$ cat config.mk
export PLATFORM = sky130hd
export DESIGN_NAME = status_led_pattern_generator
export DESIGN_NICKNAME = d
export VERILOG_FILES = /design/src/rtl/core/slpg_pkg.sv /design/src/rtl/core/slpg_csr.sv /design/src/rtl/core/slpg_core.sv /design/src/rtl/core/slpg_out_stage.sv /design/src/rtl/core/status_led_pattern_generator.sv
export SDC_FILE = /design/constraint.sdc
export NUM_CORES = 1
export LEC_CHECK = 0
export BUFFER_PORTS_ARGS = -buffer_cell sky130_fd_sc_hd__buf_4
export CORE_UTILIZATION = 51
export DETAILED_ROUTE_END_ITERATION = 8
export GPL_TIMING_DRIVEN = 0
export PLACE_DENSITY = 0.68
export RECOVER_POWER = 25
export SYNTH_ARGS = -nofsm -noshare
export SYNTH_HDL_FRONTEND = slang
export SYNTH_SLANG_ARGS = --single-unit
$ cat constraint.sdc
create_clock -name clock -period 5.6 [get_ports clock]
set_input_delay 1.12 -clock clock [delete_from_list [all_inputs] [get_ports clock]]
set_output_delay 1.12 -clock clock [all_outputs]
set_load 0.1 [all_outputs]
$ cat src/rtl/core/slpg_pkg.sv
// Shared types, register codes, colours and reset values for the status LED generator.
package slpg_pkg;

   // Configuration register indexes
   localparam logic [2:0] CSR_BREATHE_PERIOD     = 3'd0;
   localparam logic [2:0] CSR_BREATHE_STEP       = 3'd1;
   localparam logic [2:0] CSR_BREATHE_FLOOR      = 3'd2;
   localparam logic [2:0] CSR_CONFIG_HALF_PERIOD = 3'd3;
   localparam logic [2:0] CSR_ERROR_HALF_PERIOD  = 3'd4;
   localparam logic [2:0] CSR_FLASH_SLOT         = 3'd5;
   localparam logic [2:0] CSR_FLASH_CYCLE        = 3'd6;

   // Configuration reset values
   localparam logic [7:0]  RST_BREATHE_PERIOD     = 8'd20;
   localparam logic [6:0]  RST_BREATHE_STEP       = 7'd2;
   localparam logic [7:0]  RST_BREATHE_FLOOR      = 8'd30;
   localparam logic [11:0] RST_CONFIG_HALF_PERIOD = 12'd500;
   localparam logic [11:0] RST_ERROR_HALF_PERIOD  = 12'd300;
   localparam logic [11:0] RST_FLASH_SLOT         = 12'd200;
   localparam logic [15:0] RST_FLASH_CYCLE        = 16'd2000;

   // Pattern state reset value and saturation limits
   localparam logic [7:0]  RST_BREATHE_LEVEL = 8'd30;
   localparam logic [15:0] ELAPSED_MAX       = 16'hFFFF;
   localparam logic [7:0]  LEVEL_MAX         = 8'd255;

   // Operation codes
   localparam logic OP_TICK   = 1'b0;
   localparam logic OP_CHANGE = 1'b1;

   // Status modes
   localparam logic [2:0] MODE_OFF        = 3'd0;
   localparam logic [2:0] MODE_WAITING    = 3'd1;
   localparam logic [2:0] MODE_CONFIG     = 3'd2;
   localparam logic [2:0] MODE_CONNECTING = 3'd3;
   localparam logic [2:0] MODE_CONNECTED  = 3'd4;
   localparam logic [2:0] MODE_ERROR      = 3'd5;

   typedef struct packed {
      logic [7:0] red;
      logic [7:0] green;
      logic [7:0] blue;
   } colour_type;

   localparam colour_type COL_OFF    = '{red: 8'h00, green: 8'h00, blue: 8'h00};
   localparam colour_type COL_PURPLE = '{red: 8'h80, green: 8'h00, blue: 8'h80};
   localparam colour_type COL_ORANGE = '{red: 8'hFF, green: 8'hA5, blue: 8'h00};
   localparam colour_type COL_GREEN  = '{red: 8'h00, green: 8'h80, blue: 8'h00};
   localparam colour_type COL_RED    = '{red: 8'hFF, green: 8'h00, blue: 8'h00};

   typedef struct packed {
      logic [7:0]  breathe_period;
      logic [6:0]  breathe_step;
      logic [7:0]  breathe_floor;
      logic [11:0] config_half_period;
      logic [11:0] error_half_period;
      logic [11:0] flash_slot;
      logic [15:0] flash_cycle;
   } cfg_type;

   typedef struct packed {
      colour_type colour;
      logic       refresh;
   } result_type;

endpackage

$ cat src/rtl/core/slpg_csr.sv
// Configuration register bank for the status LED generator.
module slpg_csr (
   input  logic                 clock,
   input  logic                 reset,
   input  logic                 csr_valid,
   input  logic [2:0]           csr_index,
   input  logic [15:0]          csr_data,
   output slpg_pkg::cfg_type    cfg
);

   slpg_pkg::cfg_type cfg_ff;
   slpg_pkg::cfg_type cfg_in;

   // Decode the write index and replace the addressed field
   always_comb begin
      cfg_in = cfg_ff;
      if (csr_valid) begin
         unique case (csr_index)
            slpg_pkg::CSR_BREATHE_PERIOD:     cfg_in.breathe_period     = csr_data[7:0];
            slpg_pkg::CSR_BREATHE_STEP:       cfg_in.breathe_step       = csr_data[6:0];
            slpg_pkg::CSR_BREATHE_FLOOR:      cfg_in.breathe_floor      = csr_data[7:0];
            slpg_pkg::CSR_CONFIG_HALF_PERIOD: cfg_in.config_half_period = csr_data[11:0];
            slpg_pkg::CSR_ERROR_HALF_PERIOD:  cfg_in.error_half_period  = csr_data[11:0];
            slpg_pkg::CSR_FLASH_SLOT:         cfg_in.flash_slot         = csr_data[11:0];
            slpg_pkg::CSR_FLASH_CYCLE:        cfg_in.flash_cycle        = csr_data[15:0];
            default: cfg_in = cfg_ff;
         endcase
      end
   end

   // Hold the registers, load defaults on reset
   always_ff @(posedge clock) begin
      if (reset) begin
         cfg_ff.breathe_period     <= slpg_pkg::RST_BREATHE_PERIOD;
         cfg_ff.breathe_step       <= slpg_pkg::RST_BREATHE_STEP;
         cfg_ff.breathe_floor      <= slpg_pkg::RST_BREATHE_FLOOR;
         cfg_ff.config_half_period <= slpg_pkg::RST_CONFIG_HALF_PERIOD;
         cfg_ff.error_half_period  <= slpg_pkg::RST_ERROR_HALF_PERIOD;
         cfg_ff.flash_slot         <= slpg_pkg::RST_FLASH_SLOT;
         cfg_ff.flash_cycle        <= slpg_pkg::RST_FLASH_CYCLE;
      end else begin
         cfg_ff <= cfg_in;
      end
   end

   assign cfg = cfg_ff;

endmodule

$ cat src/rtl/core/slpg_core.sv
// Pattern state and per-transaction next-state logic for the status LED generator.
module slpg_core (
   input  logic                 clock,
   input  logic                 reset,
   input  logic                 accept,
   input  logic                 operation,
   input  logic [2:0]           status,
   input  slpg_pkg::cfg_type    cfg,
   output slpg_pkg::result_type result
);

   logic [2:0]           mode_ff, mode_in;
   logic [15:0]          elapsed_ff, elapsed_in;
   slpg_pkg::colour_type colour_ff, colour_in;
   logic [7:0]           level_ff, level_in;
   logic                 rising_ff, rising_in;
   logic                 cfg_blink_ff, cfg_blink_in;
   logic                 err_blink_ff, err_blink_in;
   logic                 refresh;

   logic [15:0] elapsed_inc;
   logic [8:0]  rise_sum;
   logic [8:0]  fall_limit;
   logic [7:0]  level_step;
   logic        level_step_rising;
   logic [16:0] e_wide;
   logic [16:0] slot_1x;
   logic [16:0] slot_2x;
   logic [16:0] slot_3x;

   // Saturating elapsed count and breathing step
   always_comb begin
      elapsed_inc = (elapsed_ff == slpg_pkg::ELAPSED_MAX) ? elapsed_ff : elapsed_ff + 16'd1;
      rise_sum    = {1'b0, level_ff} + {2'b00, cfg.breathe_step};
      fall_limit  = {1'b0, cfg.breathe_floor} + {2'b00, cfg.breathe_step};
      if (rising_ff) begin
         if (rise_sum >= {1'b0, slpg_pkg::LEVEL_MAX}) begin
            level_step        = slpg_pkg::LEVEL_MAX;
            level_step_rising = 1'b0;
         end else begin
            level_step        = rise_sum[7:0];
            level_step_rising = 1'b1;
         end
      end else begin
         if ({1'b0, level_ff} <= fall_limit) begin
            level_step        = cfg.breathe_floor;
            level_step_rising = 1'b1;
         end else begin
            level_step        = level_ff - {1'b0, cfg.breathe_step};
            level_step_rising = 1'b0;
         end
      end
      e_wide  = {1'b0, elapsed_inc};
      slot_1x = {5'd0, cfg.flash_slot};
      slot_2x = {4'd0, cfg.flash_slot, 1'b0};
      slot_3x = slot_2x + slot_1x;
   end

   // Next state for one transaction
   always_comb begin
      mode_in      = mode_ff;
      elapsed_in   = elapsed_ff;
      colour_in    = colour_ff;
      level_in     = level_ff;
      rising_in    = rising_ff;
      cfg_blink_in = cfg_blink_ff;
      err_blink_in = err_blink_ff;
      refresh      = 1'b0;
      if (operation == slpg_pkg::OP_CHANGE) begin
         mode_in    = status;
         elapsed_in = '0;
         level_in   = cfg.breathe_floor;
         rising_in  = 1'b1;
      end else begin
         elapsed_in = elapsed_inc;
         case (mode_ff)
            slpg_pkg::MODE_WAITING: begin
               if (elapsed_inc >= {8'd0, cfg.breathe_period}) begin
                  level_in   = level_step;
                  rising_in  = level_step_rising;
                  colour_in  = '{red: 8'h00, green: 8'h00, blue: level_step};
                  refresh    = 1'b1;
                  elapsed_in = '0;
               end
            end
            slpg_pkg::MODE_CONFIG: begin
               if (elapsed_inc >= {4'd0, cfg.config_half_period}) begin
                  cfg_blink_in = !cfg_blink_ff;
                  colour_in    = cfg_blink_ff ? slpg_pkg::COL_OFF : slpg_pkg::COL_PURPLE;
                  refresh      = 1'b1;
                  elapsed_in   = '0;
               end
            end
            slpg_pkg::MODE_CONNECTING: begin
               colour_in = slpg_pkg::COL_ORANGE;
               refresh   = 1'b1;
            end
            slpg_pkg::MODE_CONNECTED: begin
               if (e_wide < slot_1x) begin
                  colour_in = slpg_pkg::COL_GREEN;
                  refresh   = 1'b1;
               end else if (e_wide < slot_2x) begin
                  colour_in = slpg_pkg::COL_OFF;
                  refresh   = 1'b1;
               end else if (e_wide < slot_3x) begin
                  colour_in = slpg_pkg::COL_GREEN;
                  refresh   = 1'b1;
               end else if (elapsed_inc < cfg.flash_cycle) begin
                  colour_in = slpg_pkg::COL_OFF;
                  refresh   = 1'b1;
               end else begin
                  // End of sequence: restart timing, keep the colour
                  elapsed_in = '0;
               end
            end
            slpg_pkg::MODE_ERROR: begin
               if (elapsed_inc >= {4'd0, cfg.error_half_period}) begin
                  err_blink_in = !err_blink_ff;
                  colour_in    = err_blink_ff ? slpg_pkg::COL_OFF : slpg_pkg::COL_RED;
                  refresh      = 1'b1;
                  elapsed_in   = '0;
               end
            end
            default: begin
               // Off and the unused status codes
               colour_in = slpg_pkg::COL_OFF;
               refresh   = 1'b1;
            end
         endcase
      end
   end

   // Advance state on each accepted transaction
   always_ff @(posedge clock) begin
      if (reset) begin
         mode_ff      <= slpg_pkg::MODE_OFF;
         elapsed_ff   <= '0;
         colour_ff    <= slpg_pkg::COL_OFF;
         level_ff     <= slpg_pkg::RST_BREATHE_LEVEL;
         rising_ff    <= 1'b1;
         cfg_blink_ff <= 1'b0;
         err_blink_ff <= 1'b0;
      end else if (accept) begin
         mode_ff      <= mode_in;
         elapsed_ff   <= elapsed_in;
         colour_ff    <= colour_in;
         level_ff     <= level_in;
         rising_ff    <= rising_in;
         cfg_blink_ff <= cfg_blink_in;
         err_blink_ff <= err_blink_in;
      end
   end

   assign result.colour  = colour_in;
   assign result.refresh = refresh;

endmodule

$ cat src/rtl/core/slpg_out_stage.sv
// Result register and output handshake for the status LED generator.
module slpg_out_stage (
   input  logic                 clock,
   input  logic                 reset,
   input  logic                 load,
   input  slpg_pkg::result_type result,
   input  logic                 rsp_ready,
   output logic                 rsp_valid,
   output logic                 space,
   output slpg_pkg::result_type rsp_data
);

   logic                 valid_ff, valid_in;
   slpg_pkg::result_type data_ff;

   // Free when empty or being drained this cycle
   assign space = !valid_ff || rsp_ready;

   always_comb begin
      valid_in = valid_ff;
      if (load) begin
         valid_in = 1'b1;
      end else if (rsp_ready) begin
         valid_in = 1'b0;
      end
   end

   always_ff @(posedge clock) begin
      if (reset) begin
         valid_ff <= 1'b0;
      end else begin
         valid_ff <= valid_in;
      end
   end

   // Capture the payload of a new transaction
   always_ff @(posedge clock) begin
      if (load) begin
         data_ff <= result;
      end
   end

   assign rsp_valid = valid_ff;
   assign rsp_data  = data_ff;

endmodule

$ cat src/rtl/core/status_led_pattern_generator.sv
// Top level of the status LED pattern generator.
// Each request is a 1 ms tick or a status change; every accepted request yields one
// response with the held RGB colour and a refresh flag, shown in the cycle after acceptance.
// One request is taken per clock while there is space: the pattern state updates
// on each acceptance and a single result register holds the response, so req_ready
// is high whenever that register is empty or being read in the same cycle.
// Configuration writes are always accepted and take effect on the next cycle.
module status_led_pattern_generator (
   input  logic        clock,
   input  logic        reset,
   input  logic        req_valid,
   output logic        req_ready,
   input  logic        req_operation,
   input  logic [2:0]  req_status,
   output logic        rsp_valid,
   input  logic        rsp_ready,
   output logic [7:0]  rsp_red,
   output logic [7:0]  rsp_green,
   output logic [7:0]  rsp_blue,
   output logic        rsp_refresh,
   input  logic        csr_valid,
   output logic        csr_ready,
   input  logic [2:0]  csr_index,
   input  logic [15:0] csr_data
);

   slpg_pkg::cfg_type    cfg;
   slpg_pkg::result_type result;
   slpg_pkg::result_type rsp_data;
   logic                 space;
   logic                 accept;

   assign csr_ready = 1'b1;
   assign req_ready = space;
   assign accept    = req_valid && space;

   slpg_csr u_csr (
      .clock     (clock),
      .reset     (reset),
      .csr_valid (csr_valid),
      .csr_index (csr_index),
      .csr_data  (csr_data),
      .cfg       (cfg)
   );

   slpg_core u_core (
      .clock     (clock),
      .reset     (reset),
      .accept    (accept),
      .operation (req_operation),
      .status    (req_status),
      .cfg       (cfg),
      .result    (result)
   );

   slpg_out_stage u_out (
      .clock     (clock),
      .reset     (reset),
      .load      (accept),
      .result    (result),
      .rsp_ready (rsp_ready),
      .rsp_valid (rsp_valid),
      .space     (space),
      .rsp_data  (rsp_data)
   );

   assign rsp_red     = rsp_data.colour.red;
   assign rsp_green   = rsp_data.colour.green;
   assign rsp_blue    = rsp_data.colour.blue;
   assign rsp_refresh = rsp_data.refresh;

endmodule

Word-level counts from Yosys, hierarchy flattened
Index checks and enable logic that the tools add are counted.

Add/sub/neg operators: 5. Multiply operators: 0. Divide/modulo/power cells: 0. Order comparisons: 9. Eq/ne operators: 12. Shift-type cells: 0. Muxes and demuxes: 43. Bitwise gates (word level): 1. Reduce and logical (&&, ||, !) cells: 20.

Operators with widths (count): 2-to-1 mux 24 bit (10); 2-to-1 mux 16 bit (9); case mux 24 bit (5 select lines) (1); case mux 16 bit (4 select lines) (1); 2-to-1 mux 8 bit (6); greater-or-equal comparator 16 x 12 -> 1 bit (2); adder 8 x 7 -> 9 bit (2); less-than comparator 16 x 17 -> 1 bit (1); adder 16 x 1 -> 16 bit, second input constant (1); equality test 16 bit, second input constant (1); greater-or-equal comparator 16 x 8 -> 1 bit (1); less-than comparator 16 x 12 -> 1 bit (1); less-than comparator 16 x 13 -> 1 bit (1); less-than comparator 16 bit (1); AND reduction 2 bit (8); equality test 3 bit, second input constant (5); 2-to-1 mux 1 bit (15); adder 13 x 12 -> 14 bit (1); equality test 3 x 2 -> 1 bit, second input constant (4); greater-or-equal comparator 9 x 8 -> 1 bit, second input constant (1); <= comparator 8 x 9 -> 1 bit (1); AND reduction 4 bit (2); subtractor 8 x 7 -> 8 bit (1); equality test 3 x 1 -> 1 bit, second input constant (2); other kinds (8) (12).

Register bits: 155. Latch bits: 0. Memory bits (writable): 0. Memory bits (read-only): 0. Bits of input ports: 28. Output and inout port bits: 28. Logic and storage cells: 111. Memories kept: 0.

Logic depth before layout (Yosys ltp)
Gate-level depths: netlist (run 1).

Depth in word-level cells: 9. Gate-level depth with buffers: 23. Depth with buffers taken out: 23.

Hierarchy
Synthesis (run 1) repeated with hierarchy kept, for this count alone.

Cell total of the unflattened synthesis: 1187. Area, all modules: 10563.9 µm².

Modules (own cells, without submodules): slpg_core (times used 1, cells an instance 869, area each 6735.2 µm², seq. area each 1081.0 µm²); slpg_csr (times used 1, cells an instance 286, area each 3014.1 µm², seq. area each 1501.4 µm²); slpg_out_stage (times used 1, cells an instance 29, area each 797.0 µm², seq. area each 770.7 µm²); status_led_pattern_generator (times used 1, cells an instance 3, area each 17.5 µm², seq. area each 0.0 µm²).

Worst setup path before layout (run 1)
No wires, ideal clock.

Path kind: register to register. From: register u_csr.cfg_ff (netlist bit u_csr.cfg[17]). To: register u_out.data_ff (netlist bit u_out.rsp_data[5]), data pin. Library setup time: 256 ps. Arrival time: 4244 ps. Data required time: 5344 ps. Path slack: 1100 ps. Cell stages (with the launch flop): 22. Buffers on the path: 1. Period minus slack after synthesis: 4500 ps. Path through: dfxtp_1 -> ha_1 -> a21o_1 -> a21oi_1 -> nand2b_1 -> a21boi_0 -> o311ai_0 -> a21oi_1 -> o21ai_0 -> a221oi_1 -> xnor2_1 -> ha_1 -> a21oi_1 -> o21ai_0 -> a2111oi_0 -> a21oi_1 -> nand3b_1 -> and4b_1 -> or2_1 -> a21o_1 -> buf_2 -> a22o_1.

RTL lines: start, declared (line slpg_csr.sv:11) `slpg_pkg::cfg_type cfg_ff;`; start signal, assigned (line slpg_csr.sv:42) `cfg_ff <= cfg_in;`; end signal, assigned (line slpg_out_stage.sv:39) `data_ff <= result;`; end, declared (line slpg_out_stage.sv:14) `slpg_pkg::result_type data_ff;`.

==> impl_metrics.env, run 1 <==
export IMPL_final_layout_size_suffix_gt1_frac=0.0841
export IMPL_syn_nets=1393
export IMPL_gr_usage_met2=0.455
export IMPL_crit_type="reg -> reg"
export IMPL_hp_class="reg -> reg"
export IMPL_period_needed_ns=5.29
export IMPL_syn_area_sq_um=10300
export IMPL_fin_skew_ns=0.0157
export IMPL_fmax_ghz=0.189
export IMPL_r2r_cells=17
export IMPL_fp_dieArea_sq_um=20700
export IMPL_arrival_ns=5.47
export IMPL_fin_util=0.593
export IMPL_cts_tree="done"
export IMPL_core_rowCount=51
export IMPL_viasPerCell=5.75
export IMPL_p_leak_nw=4.84
export IMPL_ys_types=82
export IMPL_crit_path_start="u_core.elapsed_ff[1]"
export IMPL_cts_htree_levels=4
export IMPL_setup_tns_ns=0
export IMPL_pre_cts_slack_ns=-0.225
export IMPL_detail_route_iter0_violations=687
export IMPL_maxSlewHeadroom=0.165
export IMPL_synth_seq_cells=155
export IMPL_num_antenna_cells=0
export IMPL_core_sq_um=19600
export IMPL_min_period_over_period=0.945
export IMPL_cp_max_fo=10
export IMPL_ioPinCount=56
export IMPL_crit_end="u_out.rsp_data[5]"
export IMPL_die_h_microns=144
export IMPL_wl_microns=27400
export IMPL_worstSetupStartpointType="flip-flop"
export IMPL_worstPathCellList="ha_1 -> nand4_1 -> nor2_2 -> nand2_1 -> and3_1 -> xor2_2 -> ha_1 -> nor2_1 -> or3_1 -> nor3_1 -> a2bb2oi_2 -> o22a_1 -> a21oi_1 -> or2_1 -> a21o_1 -> buf_2 -> a22o_1"
export IMPL_rr_endpoint="u_out.rsp_data[5]"
export IMPL_yosysMostFrequentCell="nand2_1"
export IMPL_vdd_drop_max_mv=0.227
export IMPL_antenna_found_initial=0
export IMPL_synthArstFlopShare=0
export IMPL_routabilityCongestion=0.927
export IMPL_critPathMaxStageDelay_ns=0.54
export IMPL_hold_start="u_core.colour_ff[10]"
export IMPL_ant_nets=0
export IMPL_hold_buffers=0
export IMPL_instances_no_fill=1585
export IMPL_postCtsSetupBuffers=0
export IMPL_synth_area_per_cell_sq_um=8.33
export IMPL_fill_cells=1774
export IMPL_critical_path_top_delay_family="simple AND/OR/NAND/NOR gates"
export IMPL_timing_rr_start="u_core.elapsed_ff[1]"
export IMPL_reg2reg_slack_ns=0.31
export IMPL_grt_pass1_wl_microns=43700
export IMPL_grt_max_degree=35
export IMPL_gr_usage_all_layers=0.276
export IMPL_final_setup_worst_slack_ns=0.307
export IMPL_setup_viol=0
export IMPL_overflow=0
export IMPL_dp_cells=1553
export IMPL_synth_area_leaders="dfxtp_1, ha_1, edfxtp_1"
export IMPL_synth_edf_count=25
export IMPL_synth_common_cells="nand2_1, dfxtp_1, ha_1"
export IMPL_grt_pass1_vias=8498
export IMPL_ys_warn_count=0
export IMPL_synth_top_area_share=0.253
export IMPL_finalPower_mw=2.84
export IMPL_hold_viol_final=0
export IMPL_num_vias=9119
export IMPL_initial_core_util=0.525
export IMPL_avgRoutedWirePerCell_microns=17.3
export IMPL_clkSlewWorstSetupHoldPaths_ns=0.07
export IMPL_seq_area_frac_synth=0.326
export IMPL_required_ns=5.78
export IMPL_die_w_microns=144
export IMPL_finalMaxSlewViolations=0
export IMPL_yosysTopAreaCell="dfxtp_1"
export IMPL_area_growth_pct=12.9
export IMPL_worst_path_buf_inv=1
export IMPL_busiest_layer="met2"
export IMPL_drc=0
export IMPL_fin_nets=1464
export IMPL_status="complete, no violations"
export IMPL_cts_root_buf="clkbuf_16"
export IMPL_clk_latency_ns=0.44
export IMPL_worstMarginPinSlew_ns=1.24
export IMPL_use_met1=0.370
export IMPL_first_pass_iters=6
export IMPL_grt_setup_unrepaired="false"
export IMPL_portBuffers=52
export IMPL_end_kind="flip-flop"
export IMPL_dpl_hpwl_microns=20500
export IMPL_cts_sinks=155
export IMPL_netlist_instances=1236
export IMPL_clockBufferDepth=2
export IMPL_grt_met3_usage=0.0424
export IMPL_synth_main_ff_cell="dfxtp_1"
export IMPL_p_per_area_nw_per_um2=245
export IMPL_numCtsBuffers=17
export IMPL_drv_cap=0
export IMPL_cpMostUsedCell="ha_1"
export IMPL_slowest_stage="xor2_2"
export IMPL_path_depth=17
-- cell families (layout without fill, tap and decap cells) --
kind of cell / after synthesis / count (layout) / share of synthesized area
multiplexers: 15 / 15 / 0.0156
XOR/XNOR: 35 / 35 / 0.0305
adder cells (fa/ha/maj): 129 / 129 / 0.160
other: 1 / 1 / 0.000364
AO/OA/AOI/OAI: 333 / 333 / 0.212
flip-flops: 155 / 155 / 0.326
AND/OR/NAND/NOR: 423 / 423 / 0.200
buffers and inverters: 145 / 229 / 0.0556
-- final cells by class --
cell class / count / area [sq um] / area share
Inverter: 99 / 372 / 0.0320
Sequential cell: 155 / 3350 / 0.289
Multi-Input combinational cell: 936 / 6410 / 0.552
Timing Repair Buffer: 52 / 327 / 0.0281
Clock inverter: 14 / 184 / 0.0158
Buffer: 46 / 201 / 0.0173
Clock buffer: 18 / 439 / 0.0378
Tap cell: 265 / 332 / 0.0285
-- flip-flops by register name (all words and copies together), names as in the netlist --
| signal | cells |
|---|---|
| u_core.cfg_blink_ff | 1 |
| u_core.colour_ff | 24 |
| u_core.elapsed_ff | 16 |
| u_core.err_blink_ff | 1 |
| u_core.level_ff | 8 |
| u_core.mode_ff | 3 |
| u_core.rising_ff | 1 |
| u_csr.cfg | 75 |
| u_out.rsp_data | 25 |
| u_out.rsp_valid | 1 |
-- stage by stage --
stage / hold WS (ns) / cell area (sq um)
6_report: 0.451 / 11600
5_1_grt: 0.475 / 11600
4_1_cts: 0.453 / 11600
3_5_place_dp: 0.442 / 11000
3_3_place_gp: 0.437 / 11000
2_1_floorplan: 0.429 / 10300
-- metal layers --
layer | part of all wire | routed length [microns]
met1 | 0.47 | 12800
met2 | 0.46 | 12500
met3 | 0.057 | 1560
met4 | 0.021 | 563
met5 | 0 | 0
-- repair_timing --
action                                 in CTS  in global routing
setup endpoints to repair                  35                 52
gates resized for setup                     1                  8
endpoints found under the hold margin       0                  0
-- worst min-delay path, stage by stage (launching register included) --
cell,delay (ns)
dfxtp_1,0.31
nand2_1,0.05
o21ai_1,0.05
-- worst min path at each step --
stage	to	slack, ns	cells past startpoint
after detailed placement	u_core.colour_ff[10]	0.44	2
after global routing	u_csr.cfg[43]	0.48	2
after global placement	u_core.colour_ff[10]	0.44	2
after CTS	u_core.colour_ff[10]	0.45	2
final	u_core.colour_ff[10]	0.45	2
after floorplan	u_core.colour_ff[10]	0.43	2
-- placed cells by master, fill, tap and decap left out, types with 5 or more instances in the layout --
master       n
clkbuf_16   17
xnor2_1     21
nand3_1     27
xor2_1      10
o21ai_0     42
mux2_2       6
nor3b_1      6
dfxtp_1    130
clkbuf_1    49
o21a_1      23
and2_1       8
nand2b_1    27
a211oi_1     8
nor3_1      27
nand4b_1     5
a211o_1      5
inv_1       98
nand4_1     19
ha_1       125
mux2i_1      7
o211ai_1    31
nor2b_1     15
or2_2        8
a31oi_1      5
nor2_1      54
nand2_1    187
a21o_1      21
and3_1       8
buf_4       39
o22ai_1     12
a21oi_1    113
edfxtp_1    25
o21bai_1     8
or3_1        8
nor4_1       8
a22o_1       7
o2111ai_1    7
-- where the power goes --
group / total [mW] / leakage, nW / internal (mW) / switching (mW)
Combinational: 0.433 / 3.24 / 0.143 / 0.290
Clock: 1.23 / 0.292 / 0.723 / 0.508
Sequential: 1.18 / 1.31 / 1.16 / 0.0202
Total: 2.84 / 4.84 / 2.02 / 0.818
Power figures use the tool's default switching activity.
==> inputs of run 2 (changes only) <==
BUFFER_PORTS_ARGS = not set   (was -buffer_cell sky130_fd_sc_hd__buf_4)
DONT_BUFFER_PORTS = 1   (was not set)
PLACE_DENSITY = 0.66   (was 0.68)
==> impl_metrics.env, run 2 (same netlist as run 1, synthesis figures left out) <==
export IMPL_status="complete, no violations"
export IMPL_hp_class="reg -> reg"
export IMPL_clkSlewWorstSetupHoldPaths_ns=0.06
export IMPL_largest_reg_flops=75
export IMPL_r2r_cells=23
export IMPL_final_layout_size_suffix_gt1_frac=0.0599
export IMPL_pwr_share_seq=0.448
export IMPL_worstPathCellList="ha_1 -> inv_1 -> fa_1 -> nor2b_1 -> o21ai_0 -> nand2_1 -> a21o_1 -> a21o_1 -> a21oi_1 -> o21bai_1 -> nand4_1 -> o311ai_0 -> ha_1 -> nand2_1 -> o21ai_0 -> a2111oi_1 -> a21oi_1 -> nand3b_1 -> and4b_1 -> or2_1 -> a21o_1 -> buf_2 -> a22o_1"
export IMPL_fp_dieArea_sq_um=20700
export IMPL_fin_nets=1412
export IMPL_p_comb_frac=0.119
export IMPL_cts_tree="done"
export IMPL_power_switching_mw=0.821
export IMPL_period_needed_ns=5.28
export IMPL_ant_nets=0
export IMPL_layout_common_cells="nand2_1, dfxtp_1, ha_1, a21oi_1, inv_1"
export IMPL_grt_pass1_wl_microns=44400
export IMPL_drc=0
export IMPL_required_ns=5.80
export IMPL_p_leak_nw=4.64
export IMPL_crit_end="u_out.rsp_data[5]"
export IMPL_instances_no_fill=1533
export IMPL_wl_microns=27400
export IMPL_end_kind="flip-flop"
export IMPL_hold_viol_final=0
export IMPL_maxSlewHeadroom=0.126
export IMPL_core_sq_um=19600
export IMPL_worstSetupStartpointType="flip-flop"
export IMPL_dp_cells=1501
export IMPL_core_rowCount=51
export IMPL_final_setup_worst_slack_ns=0.321
export IMPL_ioPinCount=56
export IMPL_whs_ns=0.454
export IMPL_area_growth_pct=9.55
export IMPL_dpl_hpwl_microns=20600
export IMPL_die_h_microns=144
export IMPL_avgRoutedWirePerCell_microns=17.9
export IMPL_cp_max_fo=10
export IMPL_crit_type="reg -> reg"
export IMPL_clk_latency_ns=0.45
export IMPL_cts_sinks=155
export IMPL_viasPerCell=5.85
export IMPL_fin_util=0.575
export IMPL_p_per_area_nw_per_um2=247
export IMPL_cts_root_buf="clkbuf_16"
export IMPL_netSwitchingFraction=0.295
export IMPL_routabilityCongestion=0.900
export IMPL_detail_route_iter0_violations=700
export IMPL_fmax_ghz=0.189
export IMPL_setup_viol=0
export IMPL_postCtsSetupBuffers=0
export IMPL_cts_htree_levels=4
export IMPL_pre_cts_slack_ns=-0.132
export IMPL_critPathMaxStageDelay_ns=0.50
export IMPL_die_w_microns=144
export IMPL_initial_core_util=0.525
export IMPL_fin_skew_ns=0.0143
export IMPL_rr_endpoint="u_out.rsp_data[5]"
export IMPL_portBuffers=0
export IMPL_finalMaxSlewViolations=0
export IMPL_setup_tns_ns=0
export IMPL_worstMarginPinSlew_ns=1.30
export IMPL_arrival_ns=5.47
export IMPL_min_period_over_period=0.943
export IMPL_internal_power_mw=1.96
export IMPL_timing_rr_start="u_csr.cfg[16]"
export IMPL_grt_max_degree=35
export IMPL_final_common_cell="nand2_1"
export IMPL_gr_usage_all_layers=0.280
export IMPL_cpMostUsedCell="a21o_1"
export IMPL_overflow=0
export IMPL_vdd_drop_max_mv=0.224
export IMPL_clockBufferDepth=2
export IMPL_numCtsBuffers=17
export IMPL_crit_path_start="u_csr.cfg[16]"
export IMPL_antenna_found_initial=0
export IMPL_slowest_stage="dfxtp_1"
export IMPL_grt_setup_unrepaired="false"
export IMPL_grt_pass1_vias=8381
export IMPL_reg2reg_slack_ns=0.32
export IMPL_first_pass_iters=5
export IMPL_num_antenna_cells=0
export IMPL_power_frac_clock=0.433
export IMPL_num_vias=8967
export IMPL_drv_cap=0
-- run 2: power groups by stage --
stage / logic [mW] / clock network, mW / registers, mW
2_1_floorplan: 0.253 / 0 / 1.26
3_3_place_gp: 0.320 / 0 / 1.27
3_5_place_dp: 0.326 / 0 / 1.27
4_1_cts: 0.328 / 1.21 / 1.24
5_1_grt: 0.369 / 1.26 / 1.25
6_report: 0.332 / 1.20 / 1.24
-- run 2: critical path: cells and delay by family, from the launching register on --
family / cells / cell delay, ns
simple gates: 7 / 1.28
fa+ha+maj: 3 / 0.97
flops: 1 / 0.50
compound gates: 11 / 2.04
buf+inv: 2 / 0.24
-- run 2: cell type report --
class,count,area (sq um)
Buffer,46,201
Clock buffer,17,425
Clock inverter,15,178
Fill cell,1822,8320
Inverter,99,372
Multi-Input combinational cell,936,6410
Sequential cell,155,3350
Tap cell,265,332
-- run 2: worst min-delay path by stage --
stage | start | to | slack (ns) | depth (start not counted)
after floorplan | u_core.colour_ff[10] | u_core.colour_ff[10] | 0.43 | 2
after CTS | u_core.colour_ff[10] | u_core.colour_ff[10] | 0.45 | 2
after global placement | u_core.colour_ff[8] | u_core.colour_ff[8] | 0.44 | 2
after detailed placement | u_core.colour_ff[10] | u_core.colour_ff[10] | 0.44 | 2
after global routing | u_csr.cfg[51] | u_csr.cfg[51] | 0.47 | 2
final | u_core.colour_ff[10] | u_core.colour_ff[10] | 0.45 | 2
-- run 2: what timing repair did --
action                                  4_1_cts  5_1_grt
endpoints found under the setup margin       28       52
pin swaps                                     0        0
hold buffers                                  0        0
resized for setup                             1        8
-- run 2: metal layers --
metal	GRT usage	wire, microns	vias up
met5	0	0	-
met4	0.0801	577	0
met3	0.0576	1960	42
met2	0.451	12300	284
met1	0.377	12600	4176
li1	-	-	4465
-- run 2: stage by stage --
step | area (sq um) | total power [mW]
2_1_floorplan | 10300 | 1.52
3_3_place_gp | 10600 | 1.59
3_5_place_dp | 10600 | 1.59
4_1_cts | 11200 | 2.78
5_1_grt | 11300 | 2.88
6_report | 11300 | 2.78
==> inputs of run 3 (changes only) <==
--- a/config.mk
+++ b/config.mk
@@ -6,4 +6,5 @@
 export NUM_CORES = 1
 export LEC_CHECK = 0
+export CORE_ASPECT_RATIO = 1.5
 export CORE_UTILIZATION = 51
 export DETAILED_ROUTE_END_ITERATION = 8
==> constraint.sdc (replaced) <==
create_clock -name clock -period 5.6 [get_ports clock]
set_input_delay 1.68 -clock clock [delete_from_list [all_inputs] [get_ports clock]]
set_output_delay 1.68 -clock clock [all_outputs]
set_load 0.1 [all_outputs]
==> impl_metrics.env, run 3 (same netlist as run 1, synthesis figures left out) <==
export IMPL_clockBufferDepth=2
export IMPL_worstMarginPinSlew_ns=1.32
export IMPL_num_vias=8957
export IMPL_pre_cts_slack_ns=-0.0944
export IMPL_min_period_over_period=0.931
export IMPL_final_setup_worst_slack_ns=0.386
export IMPL_hold_buffers=0
export IMPL_num_antenna_cells=0
export IMPL_numCtsBuffers=17
export IMPL_portBuffers=0
export IMPL_clkSlewWorstSetupHoldPaths_ns=0.06
export IMPL_status="complete, no violations"
export IMPL_hp_class="reg -> reg"
export IMPL_antenna_found_initial=0
export IMPL_routabilityCongestion=0.914
export IMPL_overflow=0
export IMPL_final_common_cell="nand2_1"
export IMPL_clk_latency_ns=0.44
export IMPL_end_kind="flip-flop"
export IMPL_postCtsSetupBuffers=0
export IMPL_ant_nets=0
export IMPL_setup_tns_ns=0
export IMPL_hold_viol_final=0
export IMPL_fp_dieArea_sq_um=20800
export IMPL_dpl_hpwl_microns=21600
export IMPL_die_w_microns=118
export IMPL_die_h_microns=176
export IMPL_detail_route_iter0_violations=753
export IMPL_drc=0
export IMPL_fin_skew_ns=0.0113
export IMPL_initial_core_util=0.520
export IMPL_arrival_ns=5.40
export IMPL_wl_microns=28300
export IMPL_worstSetupStartpointType="flip-flop"
export IMPL_grt_pass1_wl_microns=45300
export IMPL_area_growth_pct=9.41
export IMPL_grt_pass1_vias=8628
export IMPL_grt_setup_unrepaired="false"
export IMPL_fin_util=0.569
export IMPL_postLayoutCellArea_sq_um=11300
export IMPL_largest_reg_flops=75
export IMPL_p_leak_nw=4.64
export IMPL_setup_viol=0
export IMPL_cts_tree="done"
export IMPL_finalPower_mw=2.78
export IMPL_ioPinCount=56
export IMPL_fin_nets=1412
export IMPL_final_layout_size_suffix_gt1_frac=0.0591
export IMPL_finalMaxSlewViolations=0
export IMPL_core_rowCount=63
export IMPL_drv_cap=0
export IMPL_cts_root_buf="clkbuf_16"
export IMPL_instances_no_fill=1528
export IMPL_required_ns=5.79
export IMPL_layout_common_cells="nand2_1, dfxtp_1, ha_1, a21oi_1, inv_1"
export IMPL_period_needed_ns=5.21
export IMPL_maxSlewHeadroom=0.113
export IMPL_avgRoutedWirePerCell_microns=18.5
export IMPL_core_sq_um=19800
export IMPL_fill_cells=1808
export IMPL_viasPerCell=5.86
export IMPL_cts_sinks=155
export IMPL_cp_max_fo=10
export IMPL_whs_ns=0.454
export IMPL_crit_type="reg -> reg"
export IMPL_fmax_ghz=0.192
export IMPL_first_pass_iters=5
export IMPL_gr_usage_all_layers=0.281
export IMPL_cts_htree_levels=4
export IMPL_p_per_area_nw_per_um2=247
export IMPL_dp_cells=1496
export IMPL_dpl_cell_area_sq_um=10600
export IMPL_grt_max_degree=35
export IMPL_vdd_drop_max_mv=0.214
## run 3: changes by cell type in the layout (fill, tap and decap cells not counted)
cell / previous run / this run
a221oi_1: 1 / 2
clkinvlp_4: 3 / 4
a221oi_2: 2 / 1
clkinv_2: 0 / 3
clkbuf_8: 0 / 1
o311ai_1: 1 / 2
inv_8: 5 / 0
inv_6: 3 / 2
clkinv_1: 2 / 1
clkinv_4: 1 / 2
bufinv_16: 2 / 3
o311ai_2: 1 / 0
## run 3: critical path: stages, from the launching register on
cell and delay [ns]:
dfxtp_1 0.39, ha_1 0.25, a21o_1 0.18, a21oi_1 0.20, nand2b_1 0.13, a21boi_0 0.11, o311ai_1 0.32, a21oi_1 0.13
o21ai_0 0.28, a221oi_1 0.15, xnor2_1 0.15, ha_1 0.32, a21oi_1 0.13, o21ai_0 0.14, a2111oi_1 0.47, a21oi_1 0.13
nand3b_1 0.25, and4b_1 0.29, or2_1 0.32, a21o_1 0.21, buf_2 0.18, a22o_1 0.24
## run 3: per-layer routing
metal	GRT usage	part of all wire
met4	0.129	0.031
met2	0.536	0.54
met3	0.0397	0.032
met5	0	0
met1	0.303	0.40
## run 3: cell type report
| cell class | instances | area (sq um) | area share |
|---|---|---|---|
| multi-input cells | 936 | 6400 | 0.568 |
| flip-flops and latches | 155 | 3350 | 0.298 |
| clock buffers | 18 | 439 | 0.0390 |
| inverters | 99 | 372 | 0.0330 |
| well taps | 260 | 325 | 0.0289 |
| plain buffers | 46 | 201 | 0.0179 |
| clock inverters | 14 | 170 | 0.0151 |
## run 3: path summary, 6_finish.rpt
path / startpoint / end / slack [ns] / cells past startpoint
min: u_core.colour_ff[13] / u_core.colour_ff[13] / 0.45 / 2
max reg2reg: u_csr.cfg[18] / u_out.rsp_data[5] / 0.39 / 21
max: u_csr.cfg[18] / u_out.rsp_data[5] / 0.39 / 21
min reg2reg: u_core.colour_ff[13] / u_core.colour_ff[13] / 0.45 / 2
## run 3: what timing repair did
item	CTS	global route
endpoints found under the hold margin	0	0
resized for setup	1	6
setup endpoints to repair	19	52
## run 3: where the power goes
part	internal (mW)	switching [mW]	total (mW)
clock	0.713	0.482	1.19
combinational	0.126	0.211	0.338
sequential	1.16	0.0862	1.25
total	2.00	0.779	2.78
